$ cat config.mk
export PLATFORM = sky130hd
export DESIGN_NAME = analog_stick_pointer_and_direction_unit
export DESIGN_NICKNAME = d
export VERILOG_FILES = /design/src/hdl/aspd_pkg.sv /design/src/hdl/aspd_serial_alu.sv /design/src/hdl/aspd_engine.sv /design/src/hdl/analog_stick_pointer_and_direction_unit.sv
export VERILOG_INCLUDE_DIRS = /design/src /design/src/hdl
export SDC_FILE = /design/constraint.sdc
export NUM_CORES = 2
export LEC_CHECK = 0
export ABC_AREA = 0
export BUFFER_PORTS_ARGS = -buffer_cell sky130_fd_sc_hd__buf_2
export CORE_MARGIN = 2
export CORE_UTILIZATION = 30
export DETAILED_ROUTE_END_ITERATION = 8
export PLACE_DENSITY = 0.43
export SKIP_LAST_GASP = 1
export SYNTH_ARGS = -nofsm -noshare
export SYNTH_HDL_FRONTEND = slang
export SYNTH_SLANG_ARGS = --single-unit
$ cat constraint.sdc
create_clock -name clock -period 9.2 [get_ports clock]
set_input_delay 0.46 -clock clock [delete_from_list [all_inputs] [get_ports clock]]
set_output_delay 0.46 -clock clock [all_outputs]
set_load 0.005 [all_outputs]
$ cat src/hdl/analog_stick_pointer_and_direction_unit_macros.svh
// Assertion macros for the analog stick pointer and direction unit.
// Used by the top level only; expects clock and reset in scope.
`ifndef ANALOG_STICK_POINTER_AND_DIRECTION_UNIT_MACROS_SVH
`define ANALOG_STICK_POINTER_AND_DIRECTION_UNIT_MACROS_SVH

// same-cycle implication
`define ASPD_ASSERT_IMPLIES(label, ante, cons, msg) \
   label: assert property (@(posedge clock) disable iff (reset) (ante) |-> (cons)) \
      else $error(msg);

// next-cycle implication
`define ASPD_ASSERT_NEXT(label, ante, cons, msg) \
   label: assert property (@(posedge clock) disable iff (reset) (ante) |=> (cons)) \
      else $error(msg);

`endif

$ cat src/hdl/aspd_pkg.sv
// Shared types, constants and codes of the analog stick pointer and direction unit.
// No dependencies; imported by every module of the block.
`default_nettype none

package aspd_pkg;

   localparam int FRAC_BITS  = 16;
   localparam int AXIS_MAX   = 32767;
   localparam int MAG_W      = 16 + FRAC_BITS;
   localparam int WIDE_W     = 48;
   localparam int ACC_W      = 52;
   localparam int DREM_W     = 33;
   localparam int SREM_W     = 35;
   localparam int OPB_W      = 32;
   localparam int MUL_STEPS  = 20;
   localparam int DIV_STEPS  = WIDE_W;
   localparam int SQRT_STEPS = MAG_W;

   localparam logic [31:0] MAG_CAP =
      32'(((64'(AXIS_MAX) * 64'd5) << FRAC_BITS) >> 2);
   localparam logic [15:0] SLOPE =
      16'((64'd1779033704 + (64'd1 << (31 - FRAC_BITS))) >> (32 - FRAC_BITS));
   localparam logic [15:0] AXIS_LIMIT = 16'(AXIS_MAX);

   localparam logic [15:0] DIV_BASE      = 16'd4096;
   localparam logic [15:0] DIV_FAST      = 16'(4096 / 3);
   localparam logic [15:0] DIV_SLOW      = 16'(4096 * 8);
   localparam logic [15:0] DIV_FAST_SLOW = 16'((4096 / 3) * 8);

   localparam logic [14:0] RST_STICK_DZ = 15'd2000;
   localparam logic [15:0] RST_DIR_DZ   = 16'd10240;
   localparam logic [23:0] RST_TPF      = 24'(19200 * 25);
   localparam logic [11:0] RST_WIDTH    = 12'd1280;
   localparam logic [11:0] RST_HEIGHT   = 12'd720;

   localparam logic [2:0] REG_STICK_DZ = 3'd0;
   localparam logic [2:0] REG_DIR_DZ   = 3'd1;
   localparam logic [2:0] REG_TPF      = 3'd2;
   localparam logic [2:0] REG_WIDTH    = 3'd3;
   localparam logic [2:0] REG_HEIGHT   = 3'd4;

   localparam logic KIND_SAMPLE = 1'b0;
   localparam logic KIND_SPEED  = 1'b1;
   localparam logic EVENT_MOTION = 1'b0;
   localparam logic EVENT_KEY    = 1'b1;

   typedef enum logic [1:0] {
      ALU_MUL,
      ALU_DIV,
      ALU_SQRT
   } alu_op_type;

   typedef enum logic [4:0] {
      ST_IDLE, ST_START, ST_SQ_LX, ST_SQ_LY, ST_SQRT, ST_MX, ST_RATIO, ST_KMUL,
      ST_OXM, ST_OXD, ST_OYM, ST_OYD, ST_FIX, ST_TIME, ST_FACT, ST_TSX, ST_TSY,
      ST_DIVX, ST_DIVY, ST_SQ_RX, ST_SQ_RY, ST_SQ_DZ, ST_SLX, ST_SLY, ST_EMIT
   } eng_state_type;

   typedef struct packed {
      logic [14:0] stick_dz;
      logic [15:0] dir_dz;
      logic [23:0] tpf;
      logic [11:0] width;
      logic [11:0] height;
   } cfg_type;

   typedef struct packed {
      logic        kind;
      logic [15:0] left_x;
      logic [15:0] left_y;
      logic [15:0] right_x;
      logic [15:0] right_y;
      logic [31:0] elapsed_ticks;
      logic [11:0] pointer_x;
      logic [11:0] pointer_y;
      logic        fast_request;
      logic        slow_request;
   } req_type;

   typedef struct packed {
      logic        event_kind;
      logic [11:0] new_x;
      logic [11:0] new_y;
      logic [12:0] move_x;
      logic [12:0] move_y;
      logic [1:0]  direction;
      logic        pressed;
      logic        last;
   } rsp_type;

endpackage

`default_nettype wire

$ cat src/hdl/aspd_serial_alu.sv
// Bit-serial arithmetic unit: shift-add multiply, restoring divide, square root.
// One bit (or one radicand digit pair) per cycle; uses aspd_pkg.
`default_nettype none

module aspd_serial_alu import aspd_pkg::*; (
   input  wire logic              clock,
   input  wire logic              reset,
   input  wire logic              start,
   input  wire alu_op_type        op,
   input  wire logic [WIDE_W-1:0] opa,
   input  wire logic [OPB_W-1:0]  opb,
   output logic                   done,
   output logic [ACC_W-1:0]       result,
   output logic [DREM_W-1:0]      remainder
);

   alu_op_type         op_ff, op_in;
   logic               busy_ff, busy_in;
   logic               done_ff, done_in;
   logic [5:0]         cnt_ff, cnt_in;
   logic [ACC_W-1:0]   sh_ff, sh_in;
   logic [ACC_W-1:0]   acc_ff, acc_in;
   logic [SREM_W-1:0]  rem_ff, rem_in;
   logic [OPB_W-1:0]   mp_ff, mp_in;

   logic [DREM_W-1:0]  trial_div;
   logic               fits_div;
   logic [SREM_W-1:0]  r4;
   logic [SREM_W-1:0]  trial_sq;
   logic               fits_sq;

   always_comb begin
      trial_div = {rem_ff[DREM_W-2:0], sh_ff[WIDE_W-1]};
      fits_div  = trial_div >= {1'b0, mp_ff};
      r4        = {rem_ff[SREM_W-3:0], sh_ff[ACC_W-1 -: 2]};
      trial_sq  = {1'b0, acc_ff[MAG_W-1:0], 2'b01};
      fits_sq   = r4 >= trial_sq;

      op_in   = op_ff;
      busy_in = busy_ff;
      done_in = 1'b0;
      cnt_in  = cnt_ff;
      sh_in   = sh_ff;
      acc_in  = acc_ff;
      rem_in  = rem_ff;
      mp_in   = mp_ff;

      if (start) begin
         op_in   = op;
         busy_in = 1'b1;
         acc_in  = '0;
         rem_in  = '0;
         mp_in   = opb;
         unique case (op)
            ALU_MUL: begin
               sh_in  = ACC_W'(opa);
               cnt_in = 6'(MUL_STEPS);
            end
            ALU_DIV: begin
               sh_in  = ACC_W'(opa);
               cnt_in = 6'(DIV_STEPS);
            end
            ALU_SQRT: begin
               sh_in  = ACC_W'(opa[MAG_W-1:0]) << (ACC_W - MAG_W);
               cnt_in = 6'(SQRT_STEPS);
            end
            default: begin
               busy_in = 1'b0;
            end
         endcase
      end else if (busy_ff) begin
         unique case (op_ff)
            ALU_MUL: begin
               if (mp_ff[0]) begin
                  acc_in = acc_ff + sh_ff;
               end
               sh_in = sh_ff << 1;
               mp_in = mp_ff >> 1;
            end
            ALU_DIV: begin
               sh_in = {sh_ff[ACC_W-2:0], fits_div};
               if (fits_div) begin
                  rem_in = SREM_W'(trial_div - {1'b0, mp_ff});
               end else begin
                  rem_in = SREM_W'(trial_div);
               end
            end
            ALU_SQRT: begin
               sh_in = sh_ff << 2;
               if (fits_sq) begin
                  rem_in = r4 - trial_sq;
                  acc_in = {acc_ff[ACC_W-2:0], 1'b1};
               end else begin
                  rem_in = r4;
                  acc_in = {acc_ff[ACC_W-2:0], 1'b0};
               end
            end
            default: begin
               busy_in = 1'b0;
            end
         endcase
         cnt_in = cnt_ff - 6'd1;
         if (cnt_ff == 6'd1) begin
            busy_in = 1'b0;
            done_in = 1'b1;
         end
      end

      done      = done_ff;
      remainder = rem_ff[DREM_W-1:0];
      if (op_ff == ALU_DIV) begin
         result = ACC_W'(sh_ff[WIDE_W-1:0]);
      end else begin
         result = acc_ff;
      end
   end

   always_ff @(posedge clock) begin
      if (reset) begin
         busy_ff <= 1'b0;
         done_ff <= 1'b0;
         op_ff   <= ALU_MUL;
      end else begin
         busy_ff <= busy_in;
         done_ff <= done_in;
         op_ff   <= op_in;
      end
      cnt_ff <= cnt_in;
      sh_ff  <= sh_in;
      acc_ff <= acc_in;
      rem_ff <= rem_in;
      mp_ff  <= mp_in;
   end

endmodule

`default_nettype wire

$ cat src/hdl/aspd_engine.sv
// Sequencer and datapath registers: dead zone, time scaling, accumulators, direction keys.
// Drives aspd_serial_alu for every wide step; uses aspd_pkg.
`default_nettype none

module aspd_engine import aspd_pkg::*; (
   input  wire logic    clock,
   input  wire logic    reset,
   input  wire cfg_type cfg,
   input  wire logic    item_valid,
   output logic         item_ready,
   input  wire req_type item,
   output logic         res_valid,
   output rsp_type      res,
   input  wire logic    res_ready
);

   eng_state_type state_ff, state_in;
   logic          go_ff, go_in;
   logic [15:0]   lx_ff, lx_in, ly_ff, ly_in, rx_ff, rx_in, ry_ff, ry_in;
   logic [31:0]   el_ff, el_in;
   logic [11:0]   px_ff, px_in, py_ff, py_in;
   logic [31:0]   m2_ff, m2_in, mag_ff, mag_in, mx_ff, mx_in, k_ff, k_in;
   logic [16:0]   r_ff, r_in;
   logic [WIDE_W-1:0] p_ff, p_in;
   logic [15:0]   ox_ff, ox_in, oy_ff, oy_in;
   logic [19:0]   f_ff, f_in;
   logic [18:0]   tx_ff, tx_in, ty_ff, ty_in;
   logic [9:0]    qx_ff, qx_in, qy_ff, qy_in;
   logic [23:0]   subx_ff, subx_in, suby_ff, suby_in;
   logic          fast_ff, fast_in, slow_ff, slow_in;
   logic [3:0]    held_ff, held_in, now_ff, now_in;
   logic [31:0]   h2_ff, h2_in, sp_ff, sp_in;
   logic [4:0]    pend_ff, pend_in;

   logic              alu_start, alu_done;
   alu_op_type        alu_op;
   logic [WIDE_W-1:0] alu_a;
   logic [OPB_W-1:0]  alu_b;
   logic [ACC_W-1:0]  alu_res;
   logic [DREM_W-1:0] alu_rem;

   logic [15:0] ax, ay, hx, hy, big;
   logic [31:0] dz_q, mxc;
   logic [35:0] el10;
   logic [27:0] tpf10;
   logic        unity;
   logic [15:0] divisor;
   logic [23:0] tx_s, ty_s, sx, sy, smx, smy;
   logic        motion, vert, horiz;
   logic [3:0]  now_c;
   logic [13:0] sumx, sumy;
   logic [11:0] nx, ny;
   logic [4:0]  pend_next;
   logic [1:0]  dir_sel;

   aspd_serial_alu u_alu (
      .clock     (clock),
      .reset     (reset),
      .start     (alu_start),
      .op        (alu_op),
      .opa       (alu_a),
      .opb       (alu_b),
      .done      (alu_done),
      .result    (alu_res),
      .remainder (alu_rem)
   );

   always_comb begin
      ax   = lx_ff[15] ? 16'(16'd0 - lx_ff) : lx_ff;
      ay   = ly_ff[15] ? 16'(16'd0 - ly_ff) : ly_ff;
      hx   = rx_ff[15] ? 16'(16'd0 - rx_ff) : rx_ff;
      hy   = ry_ff[15] ? 16'(16'd0 - ry_ff) : ry_ff;
      big  = (ax > ay) ? ax : ay;
      dz_q = 32'(cfg.stick_dz) << FRAC_BITS;

      el10  = 36'({el_ff, 3'b000}) + 36'({el_ff, 1'b0});
      tpf10 = 28'({cfg.tpf, 3'b000}) + 28'({cfg.tpf, 1'b0});
      unity = (cfg.tpf == 24'd0) || (el10 < 36'(cfg.tpf)) || (el_ff > 32'(tpf10));

      case ({fast_ff, slow_ff})
         2'b10:   divisor = DIV_FAST;
         2'b01:   divisor = DIV_SLOW;
         2'b11:   divisor = DIV_FAST_SLOW;
         default: divisor = DIV_BASE;
      endcase

      tx_s = lx_ff[15] ? 24'd0 - 24'(tx_ff) : 24'(tx_ff);
      ty_s = ly_ff[15] ? 24'd0 - 24'(ty_ff) : 24'(ty_ff);
      sx   = subx_ff + tx_s;
      sy   = suby_ff + ty_s;
      smx  = sx[23] ? 24'd0 - sx : sx;
      smy  = sy[23] ? 24'd0 - sy : sy;

      if (alu_res[31:0] > MAG_CAP) begin
         mxc = MAG_CAP;
      end else begin
         mxc = alu_res[31:0];
      end
      if (alu_res[WIDE_W-1:32] != '0) begin
         mxc = MAG_CAP;
      end
      if (mxc < mag_ff) begin
         mxc = mag_ff;
      end

      motion = (qx_ff != 10'd0) || (qy_ff != 10'd0);
      sumx   = 14'({2'b00, px_ff}) + {{4{qx_ff[9]}}, qx_ff};
      sumy   = 14'({2'b00, py_ff}) + {{4{qy_ff[9]}}, qy_ff};
      if (sumx[13]) begin
         nx = 12'd0;
      end else if (sumx > {2'b00, cfg.width}) begin
         nx = cfg.width;
      end else begin
         nx = sumx[11:0];
      end
      if (sumy[13]) begin
         ny = 12'd0;
      end else if (sumy > {2'b00, cfg.height}) begin
         ny = cfg.height;
      end else begin
         ny = sumy[11:0];
      end

      vert  = {hy, {FRAC_BITS{1'b0}}} > sp_ff;
      horiz = {hx, {FRAC_BITS{1'b0}}} > alu_res[31:0];
      now_c = 4'b0000;
      if (vert) begin
         now_c = now_c | (ry_ff[15] ? 4'b0001 : 4'b0010);
      end
      if (horiz) begin
         now_c = now_c | (rx_ff[15] ? 4'b0100 : 4'b1000);
      end

      pend_next = pend_ff;
      dir_sel   = 2'd0;
      if (pend_ff[0]) begin
         pend_next[0] = 1'b0;
      end else if (pend_ff[1]) begin
         pend_next[1] = 1'b0;
         dir_sel      = 2'd0;
      end else if (pend_ff[2]) begin
         pend_next[2] = 1'b0;
         dir_sel      = 2'd1;
      end else if (pend_ff[3]) begin
         pend_next[3] = 1'b0;
         dir_sel      = 2'd2;
      end else begin
         pend_next[4] = 1'b0;
         dir_sel      = 2'd3;
      end
   end

   always_comb begin
      state_in = state_ff;
      lx_in = lx_ff;  ly_in = ly_ff;  rx_in = rx_ff;  ry_in = ry_ff;
      el_in = el_ff;  px_in = px_ff;  py_in = py_ff;
      m2_in = m2_ff;  mag_in = mag_ff;  mx_in = mx_ff;  k_in = k_ff;
      r_in = r_ff;  p_in = p_ff;  ox_in = ox_ff;  oy_in = oy_ff;
      f_in = f_ff;  tx_in = tx_ff;  ty_in = ty_ff;  qx_in = qx_ff;  qy_in = qy_ff;
      subx_in = subx_ff;  suby_in = suby_ff;  fast_in = fast_ff;  slow_in = slow_ff;
      held_in = held_ff;  now_in = now_ff;  h2_in = h2_ff;  sp_in = sp_ff;
      pend_in = pend_ff;

      item_ready = state_ff == ST_IDLE;
      alu_start  = go_ff;
      alu_op     = ALU_MUL;
      alu_a      = '0;
      alu_b      = '0;
      res_valid  = 1'b0;
      res        = '0;

      unique case (state_ff)
         ST_IDLE: begin
            if (item_valid) begin
               if (item.kind == KIND_SPEED) begin
                  fast_in = item.fast_request;
                  slow_in = item.slow_request;
                  subx_in = '0;
                  suby_in = '0;
               end else begin
                  lx_in = item.left_x;
                  ly_in = item.left_y;
                  rx_in = item.right_x;
                  ry_in = item.right_y;
                  el_in = item.elapsed_ticks;
                  px_in = item.pointer_x;
                  py_in = item.pointer_y;
                  state_in = ST_START;
               end
            end
         end
         ST_START: begin
            if (cfg.stick_dz == 15'd0) begin
               ox_in = ax;
               oy_in = ay;
               state_in = ST_TIME;
            end else if (cfg.stick_dz >= 15'(AXIS_MAX)) begin
               ox_in = '0;
               oy_in = '0;
               state_in = ST_TIME;
            end else begin
               state_in = ST_SQ_LX;
            end
         end
         ST_SQ_LX: begin
            alu_a = WIDE_W'(ax);
            alu_b = OPB_W'(ax);
            if (alu_done) begin
               m2_in = alu_res[31:0];
               state_in = ST_SQ_LY;
            end
         end
         ST_SQ_LY: begin
            alu_a = WIDE_W'(ay);
            alu_b = OPB_W'(ay);
            if (alu_done) begin
               m2_in = m2_ff + alu_res[31:0];
               state_in = ST_SQRT;
            end
         end
         ST_SQRT: begin
            alu_op = ALU_SQRT;
            alu_a  = WIDE_W'(m2_ff);
            if (alu_done) begin
               mag_in = alu_res[31:0];
               if (alu_res[31:0] <= dz_q) begin
                  ox_in = '0;
                  oy_in = '0;
                  state_in = ST_TIME;
               end else begin
                  state_in = ST_MX;
               end
            end
         end
         ST_MX: begin
            alu_op = ALU_DIV;
            alu_a  = (WIDE_W'(mag_ff) << 15) - WIDE_W'(mag_ff);
            alu_b  = OPB_W'(big);
            if (alu_done) begin
               mx_in = mxc;
               state_in = ST_RATIO;
            end
         end
         ST_RATIO: begin
            alu_op = ALU_DIV;
            alu_a  = WIDE_W'({mag_ff - dz_q, {FRAC_BITS{1'b0}}});
            alu_b  = mx_ff - dz_q;
            if (alu_done) begin
               r_in = alu_res[16:0];
               state_in = ST_KMUL;
            end
         end
         ST_KMUL: begin
            alu_a = WIDE_W'(mx_ff);
            alu_b = OPB_W'(r_ff);
            if (alu_done) begin
               k_in = alu_res[FRAC_BITS +: 32];
               state_in = ST_OXM;
            end
         end
         ST_OXM: begin
            alu_a = WIDE_W'(k_ff);
            alu_b = OPB_W'(ax);
            if (alu_done) begin
               p_in = alu_res[WIDE_W-1:0];
               state_in = ST_OXD;
            end
         end
         ST_OXD: begin
            alu_op = ALU_DIV;
            alu_a  = p_ff;
            alu_b  = mag_ff;
            if (alu_done) begin
               ox_in = alu_res[15:0];
               state_in = ST_OYM;
            end
         end
         ST_OYM: begin
            alu_a = WIDE_W'(k_ff);
            alu_b = OPB_W'(ay);
            if (alu_done) begin
               p_in = alu_res[WIDE_W-1:0];
               state_in = ST_OYD;
            end
         end
         ST_OYD: begin
            alu_op = ALU_DIV;
            alu_a  = p_ff;
            alu_b  = mag_ff;
            if (alu_done) begin
               oy_in = alu_res[15:0];
               if ((ox_ff > AXIS_LIMIT) || (alu_res[15:0] > AXIS_LIMIT)) begin
                  state_in = ST_FIX;
               end else begin
                  state_in = ST_TIME;
               end
            end
         end
         ST_FIX: begin
            alu_op = ALU_DIV;
            if (ox_ff > oy_ff) begin
               alu_a = (WIDE_W'(oy_ff) << 15) - WIDE_W'(oy_ff);
               alu_b = OPB_W'(ox_ff);
            end else begin
               alu_a = (WIDE_W'(ox_ff) << 15) - WIDE_W'(ox_ff);
               alu_b = OPB_W'(oy_ff);
            end
            if (alu_done) begin
               if (ox_ff > oy_ff) begin
                  oy_in = alu_res[15:0];
                  ox_in = AXIS_LIMIT;
               end else begin
                  ox_in = alu_res[15:0];
                  oy_in = AXIS_LIMIT;
               end
               state_in = ST_TIME;
            end
         end
         ST_TIME: begin
            if (unity) begin
               f_in = 20'd1 << FRAC_BITS;
               state_in = ST_TSX;
            end else begin
               state_in = ST_FACT;
            end
         end
         ST_FACT: begin
            alu_op = ALU_DIV;
            alu_a  = WIDE_W'({el_ff, {FRAC_BITS{1'b0}}});
            alu_b  = OPB_W'(cfg.tpf);
            if (alu_done) begin
               f_in = alu_res[19:0];
               state_in = ST_TSX;
            end
         end
         ST_TSX: begin
            alu_a = WIDE_W'(ox_ff);
            alu_b = OPB_W'(f_ff);
            if (alu_done) begin
               tx_in = alu_res[FRAC_BITS +: 19];
               state_in = ST_TSY;
            end
         end
         ST_TSY: begin
            alu_a = WIDE_W'(oy_ff);
            alu_b = OPB_W'(f_ff);
            if (alu_done) begin
               ty_in = alu_res[FRAC_BITS +: 19];
               state_in = ST_DIVX;
            end
         end
         ST_DIVX: begin
            alu_op = ALU_DIV;
            alu_a  = WIDE_W'(smx[19:0]);
            alu_b  = OPB_W'(divisor);
            if (alu_done) begin
               qx_in   = sx[23] ? 10'd0 - alu_res[9:0] : alu_res[9:0];
               subx_in = sx[23] ? 24'd0 - 24'(alu_rem[14:0]) : 24'(alu_rem[14:0]);
               state_in = ST_DIVY;
            end
         end
         ST_DIVY: begin
            alu_op = ALU_DIV;
            alu_a  = WIDE_W'(smy[19:0]);
            alu_b  = OPB_W'(divisor);
            if (alu_done) begin
               qy_in   = sy[23] ? 10'd0 - alu_res[9:0] : alu_res[9:0];
               suby_in = sy[23] ? 24'd0 - 24'(alu_rem[14:0]) : 24'(alu_rem[14:0]);
               state_in = ST_SQ_RX;
            end
         end
         ST_SQ_RX: begin
            alu_a = WIDE_W'(hx);
            alu_b = OPB_W'(hx);
            if (alu_done) begin
               h2_in = alu_res[31:0];
               state_in = ST_SQ_RY;
            end
         end
         ST_SQ_RY: begin
            alu_a = WIDE_W'(hy);
            alu_b = OPB_W'(hy);
            if (alu_done) begin
               h2_in = h2_ff + alu_res[31:0];
               state_in = ST_SQ_DZ;
            end
         end
         ST_SQ_DZ: begin
            alu_a = WIDE_W'(cfg.dir_dz);
            alu_b = OPB_W'(cfg.dir_dz);
            if (alu_done) begin
               if (h2_ff > alu_res[31:0]) begin
                  state_in = ST_SLX;
               end else begin
                  now_in  = 4'b0000;
                  pend_in = {held_ff, motion};
                  state_in = ST_EMIT;
               end
            end
         end
         ST_SLX: begin
            alu_a = WIDE_W'(SLOPE);
            alu_b = OPB_W'(hx);
            if (alu_done) begin
               sp_in = alu_res[31:0];
               state_in = ST_SLY;
            end
         end
         ST_SLY: begin
            alu_a = WIDE_W'(SLOPE);
            alu_b = OPB_W'(hy);
            if (alu_done) begin
               now_in  = now_c;
               pend_in = {now_c ^ held_ff, motion};
               state_in = ST_EMIT;
            end
         end
         ST_EMIT: begin
            if (pend_ff == 5'd0) begin
               held_in  = now_ff;
               state_in = ST_IDLE;
            end else begin
               res_valid = 1'b1;
               res.last  = pend_next == 5'd0;
               if (pend_ff[0]) begin
                  res.event_kind = EVENT_MOTION;
                  res.new_x  = nx;
                  res.new_y  = ny;
                  res.move_x = {1'b0, nx} - {1'b0, px_ff};
                  res.move_y = {1'b0, ny} - {1'b0, py_ff};
               end else begin
                  res.event_kind = EVENT_KEY;
                  res.direction  = dir_sel;
                  res.pressed    = now_ff[dir_sel];
               end
               if (res_ready) begin
                  pend_in = pend_next;
               end
            end
         end
         default: begin
            state_in = ST_IDLE;
         end
      endcase

      go_in = (state_in != state_ff) && !((state_in == ST_IDLE) || (state_in == ST_START)
              || (state_in == ST_TIME) || (state_in == ST_EMIT));
   end

   always_ff @(posedge clock) begin
      if (reset) begin
         state_ff <= ST_IDLE;
         go_ff    <= 1'b0;
         subx_ff  <= '0;
         suby_ff  <= '0;
         fast_ff  <= 1'b0;
         slow_ff  <= 1'b0;
         held_ff  <= '0;
         pend_ff  <= '0;
      end else begin
         state_ff <= state_in;
         go_ff    <= go_in;
         subx_ff  <= subx_in;
         suby_ff  <= suby_in;
         fast_ff  <= fast_in;
         slow_ff  <= slow_in;
         held_ff  <= held_in;
         pend_ff  <= pend_in;
      end
      lx_ff  <= lx_in;   ly_ff  <= ly_in;   rx_ff <= rx_in;  ry_ff <= ry_in;
      el_ff  <= el_in;   px_ff  <= px_in;   py_ff <= py_in;
      m2_ff  <= m2_in;   mag_ff <= mag_in;  mx_ff <= mx_in;  k_ff  <= k_in;
      r_ff   <= r_in;    p_ff   <= p_in;    ox_ff <= ox_in;  oy_ff <= oy_in;
      f_ff   <= f_in;    tx_ff  <= tx_in;   ty_ff <= ty_in;
      qx_ff  <= qx_in;   qy_ff  <= qy_in;
      now_ff <= now_in;  h2_ff  <= h2_in;   sp_ff <= sp_in;
   end

endmodule

`default_nettype wire

$ cat src/hdl/analog_stick_pointer_and_direction_unit.sv
// A speed item is taken while the engine is idle and leaves it ready; a frame sample runs
// through one shared bit-serial unit for every multiply, divide and root, step by step.
// Throughput: one item at a time; the next sample is taken once all its beats have left.
// Results leave through a one-beat output register, one beat per cycle when drained.
// Reset (synchronous, active high) restores register defaults, clears accumulators,
// speed flags and held directions.
`default_nettype none

`include "analog_stick_pointer_and_direction_unit_macros.svh"

module analog_stick_pointer_and_direction_unit import aspd_pkg::*; (
   input  wire logic         clock,
   input  wire logic         reset,
   input  wire logic         csr_we,
   input  wire logic [2:0]   csr_index,
   input  wire logic [23:0]  csr_wdata,
   input  wire logic         req_tvalid,
   output logic              req_tready,
   // left_x, left_y, right_x, right_y, elapsed_ticks, pointer_x, pointer_y,
   // fast_request, slow_request, zero fill
   input  wire logic [127:0] req_tdata,
   // kind
   input  wire logic         req_tuser,
   output logic              rsp_tvalid,
   input  wire logic         rsp_tready,
   // new_x, new_y, move_x, move_y, direction, pressed, zero fill
   output logic [55:0]       rsp_tdata,
   // event_kind
   output logic              rsp_tuser,
   output logic              rsp_tlast
);

   cfg_type cfg_ff, cfg_in;
   logic    vld_ff, vld_in;
   rsp_type out_ff, out_in;
   req_type item;
   rsp_type res;
   logic    res_valid, res_ready;

   always_comb begin
      cfg_in = cfg_ff;
      if (csr_we) begin
         unique case (csr_index)
            REG_STICK_DZ: cfg_in.stick_dz = csr_wdata[14:0];
            REG_DIR_DZ:   cfg_in.dir_dz   = csr_wdata[15:0];
            REG_TPF:      cfg_in.tpf      = csr_wdata[23:0];
            REG_WIDTH:    cfg_in.width    = csr_wdata[11:0];
            REG_HEIGHT:   cfg_in.height   = csr_wdata[11:0];
            default:      cfg_in = cfg_ff;
         endcase
      end
   end

   always_comb begin
      item.kind          = req_tuser;
      item.left_x        = req_tdata[15:0];
      item.left_y        = req_tdata[31:16];
      item.right_x       = req_tdata[47:32];
      item.right_y       = req_tdata[63:48];
      item.elapsed_ticks = req_tdata[95:64];
      item.pointer_x     = req_tdata[107:96];
      item.pointer_y     = req_tdata[119:108];
      item.fast_request  = req_tdata[120];
      item.slow_request  = req_tdata[121];
   end

   aspd_engine u_engine (
      .clock      (clock),
      .reset      (reset),
      .cfg        (cfg_ff),
      .item_valid (req_tvalid),
      .item_ready (req_tready),
      .item       (item),
      .res_valid  (res_valid),
      .res        (res),
      .res_ready  (res_ready)
   );

   always_comb begin
      res_ready = !vld_ff || rsp_tready;
      vld_in    = vld_ff;
      out_in    = out_ff;
      if (res_ready) begin
         vld_in = res_valid;
         out_in = res;
      end
      rsp_tvalid = vld_ff;
      rsp_tuser  = out_ff.event_kind;
      rsp_tlast  = out_ff.last;
      rsp_tdata  = {3'b000, out_ff.pressed, out_ff.direction, out_ff.move_y,
                    out_ff.move_x, out_ff.new_y, out_ff.new_x};
   end

   always_ff @(posedge clock) begin
      if (reset) begin
         cfg_ff.stick_dz <= RST_STICK_DZ;
         cfg_ff.dir_dz   <= RST_DIR_DZ;
         cfg_ff.tpf      <= RST_TPF;
         cfg_ff.width    <= RST_WIDTH;
         cfg_ff.height   <= RST_HEIGHT;
         vld_ff          <= 1'b0;
      end else begin
         cfg_ff <= cfg_in;
         vld_ff <= vld_in;
      end
      out_ff <= out_in;
   end

   `ASPD_ASSERT_NEXT(a_sample_busy, req_tvalid && req_tready && (req_tuser == KIND_SAMPLE), !req_tready, "sample beat taken but engine still ready")
   `ASPD_ASSERT_NEXT(a_speed_idle, req_tvalid && req_tready && (req_tuser == KIND_SPEED), req_tready, "speed beat left engine busy")
   `ASPD_ASSERT_IMPLIES(a_motion_clean, rsp_tvalid && (rsp_tuser == EVENT_MOTION), rsp_tdata[52:50] == 3'b000, "motion beat carries key fields")
   `ASPD_ASSERT_IMPLIES(a_key_clean, rsp_tvalid && (rsp_tuser == EVENT_KEY), rsp_tdata[49:0] == 50'd0, "key beat carries motion fields")

endmodule

`default_nettype wire
==> impl_metrics.json <==
{
  "initial_utilization_pct": 30.1,
  "period_share_pct": 86.5,
  "route.detailed.drc": 0,
  "synth_edf_count": 636,
  "fin_area_um2": 76100,
  "slew_headroom_pct": -5.04,
  "die_w_um": 473,
  "cp-start-kind": "flop",
  "final-hold-violation-count": 0,
  "cts_root_buf": "clkbuf_16",
  "synth_area_per_cell_um2": 8.91,
  "status": "complete, but fails checks",
  "critical_path.slowest_cell": "o31ai_1",
  "tns_ns": 0,
  "netlist_area_um2": 66100,
  "endpoint_kind": "flop",
  "ir_drop_uv": 170,
  "grt_pass1_vias": 58724,
  "routed-via-count": 62045,
  "violations": "slew limit",
  "dr.pass1.iters": 9,
  "fill_cells": 22484,
  "gp_congestion": 1.02,
  "ys.flop_type": "edfxtp_1",
  "maxSlewViolCount": 1,
  "drt-initial-drc-count": 6924,
  "power_mw": 14.7,
  "clockBufferDepth": 3,
  "final_cell_mix": "650 x nand2_1, 636 x edfxtp_1, 610 x a21oi_1",
  "ys_ff_latch": 850,
  "cellPowerDensity_nw_per_um2": 193,
  "routed_wl_um": 324000,
  "period_needed_ns": 7.96,
  "worst_slew_pin_slew_ns": 1.58,
  "async_flop_share_pct": 0,
  "grt_start_max_net_pins": 77,
  "numCtsBuffers": 112,
  "required_ns": 9.75,
  "maxCapViolCount": 0,
  "io_pins": 221,
  "grt_pass1_wl_um": 449000,
  "gr-total-overflow": 0,
  "core_area_um2": 219000,
  "wl_per_cell_um": 30.4,
  "startpoint": "u_engine.u_alu.op_ff[1]",
  "cts_tree": "done",
  "power.leakage_nw": 29.7,
  "grt_setup_unrepaired": "false",
  "syn_inst": 7418,
  "worstPathArrival_ns": 8.51,
  "clkLatencyLatePin_ns": 0.82,
  "viasPerCell": 5.81,
  "yosys_warnings": 0,
  "max_stage_delay_ns": 0.86,
  "setup_viol_count_final": 0,
  "yosysSeqAreaShare_pct": 35.4,
  "final_layout_size_suffix_gt1_share_pct": 9.55,
  "dpl.hpwl_um": 248000,
  "antenna_found_initial": 29,
  "cts.sinks": 850,
  "fmax_mhz": 126,
  "cp_max_fo": 31,
  "layout_commonest_cell": "nand2_1",
  "die_h_um": 473,
  "grt_usage_pct": 28.0,
  "path_class": "flop to flop",
  "clock_skew_ns": 0.0633,
  "antenna_left": 0,
  "utilization_pct": 34.7,
  "h-tree-depth": 3,
  "nets": 8485,
  "io_buffers": 211,
  "ys_types": 97,
  "dpl_cell_area_um2": 71100,
  "path_clk_slew_ns": 0.06,
  "hold_path_class": "primary input to flop",
  "rows": 172,
  "area_growth_pct": 15.1,
  "die_area_um2": 224000,
  "holdCritStartpoint": "csr_wdata[9]",
  "r2r-start": "u_engine.u_alu.op_ff[1]"
}
-- synthesized netlist by cell type (all sizes together) (80+ instances only) --
master	instances	share of area (%)
a211oi	86	0.98
nand4	101	0.96
mux2i	125	1.9
xnor2	363	4.8
o21ai	384	2.9
nand3	167	1.3
o211ai	113	1.3
nor2	586	3.3
clkbuf	310	1.8
a21oi	618	4.7
o21a	80	0.91
nand2b	87	0.82
dfxtp	214	6.5
nor3	161	1.2
xor2	143	1.9
nor2b	82	0.78
a21o	186	2.1
inv	444	2.5
edfxtp	636	29
a22oi	135	1.5
nand2	653	3.7
ha	604	11
-- final timing paths --
check	slack [ns]	end	cells past startpoint
max	1.24	u_engine.mx_ff[29]	26
min	0.08	cfg_ff[21]	3
max reg2reg	1.24	u_engine.mx_ff[29]	26
min reg2reg	0.47	cfg_ff[16]	2
-- layer usage --
metal | vias to the layer above | share of wire [%] | GRT usage [%] | wire [um]
li1 | 28340 | - | - | -
met1 | 30272 | 42 | 36.5 | 137000
met2 | 2752 | 43 | 42.7 | 139000
met3 | 667 | 8.4 | 6.03 | 27300
met4 | 14 | 6.3 | 15.9 | 20500
met5 | - | 0.037 | 0 | 120
-- power by group --
group,leakage (nW),internal [mW],switching (mW)
Clock,1.75,2.53,1.91
Sequential,7.75,4.42,0.263
Combinational,20.2,1.84,3.70
Total,29.7,8.78,5.88
-- critical path, delay by kind of cell, from the launching register on --
family / cells / cell delay [ns]
mux: 1 / 0.34
compound gates: 13 / 3.83
fa+ha+maj: 3 / 0.91
simple gates: 5 / 1.36
flops: 1 / 0.36
buf+inv: 4 / 0.83
-- timing repair --
action	CTS	global route
endpoints found under the hold margin	138	0
setup buffers	0	0
resized for setup	0	0
hold buffers	134	0
-- flip-flops by register name, summed over array words and instances (netlist names), 33 cells and up --
name / cells
u_engine.p_ff: 48
u_engine.u_alu.acc_ff: 48
u_engine.u_alu.rem_ff: 33
cfg_ff: 79
u_engine.u_alu.sh_ff: 52
rsp_tdata: 53
-- cells by family (layout without fill, tap and decap cells) --
family | count (synthesis) | after routing | synth area share [%]
buffers and inverters | 806 | 1184 | 4.63
AO/OA/AOI/OAI | 2255 | 2255 | 22.7
multiplexers | 192 | 192 | 3.04
flip-flops | 850 | 850 | 35.4
XOR/XNOR | 506 | 506 | 6.71
adder cells (fa/ha/maj) | 618 | 618 | 11.9
AND/OR/NAND/NOR | 2190 | 2190 | 15.7
other | 1 | 16 | 0.00567
-- stage by stage --
step,worst slack (ns),hold WS [ns],instances
3_3_place_gp,1.41,0.459,10329
5_1_grt,1.02,0.0599,10675
2_1_floorplan,1.77,0.443,7420
6_report,1.24,0.0815,10682
3_5_place_dp,1.48,0.465,10329
4_1_cts,1.44,0.0231,10669
-- area by class of cell --
class | count | area [um^2] | area share, %
Multi-Input combinational cell | 5764 | 40000 | 52.6
Sequential cell | 850 | 23400 | 30.7
Timing Repair Buffer | 530 | 3790 | 4.98
Tap cell | 2871 | 3590 | 4.72
Clock buffer | 148 | 3020 | 3.97
Inverter | 448 | 1680 | 2.21
Clock inverter | 58 | 582 | 0.765
Antenna cell | 13 | 32.5 | 0.0428
Note: power is estimated with default switching activity, not from simulation.
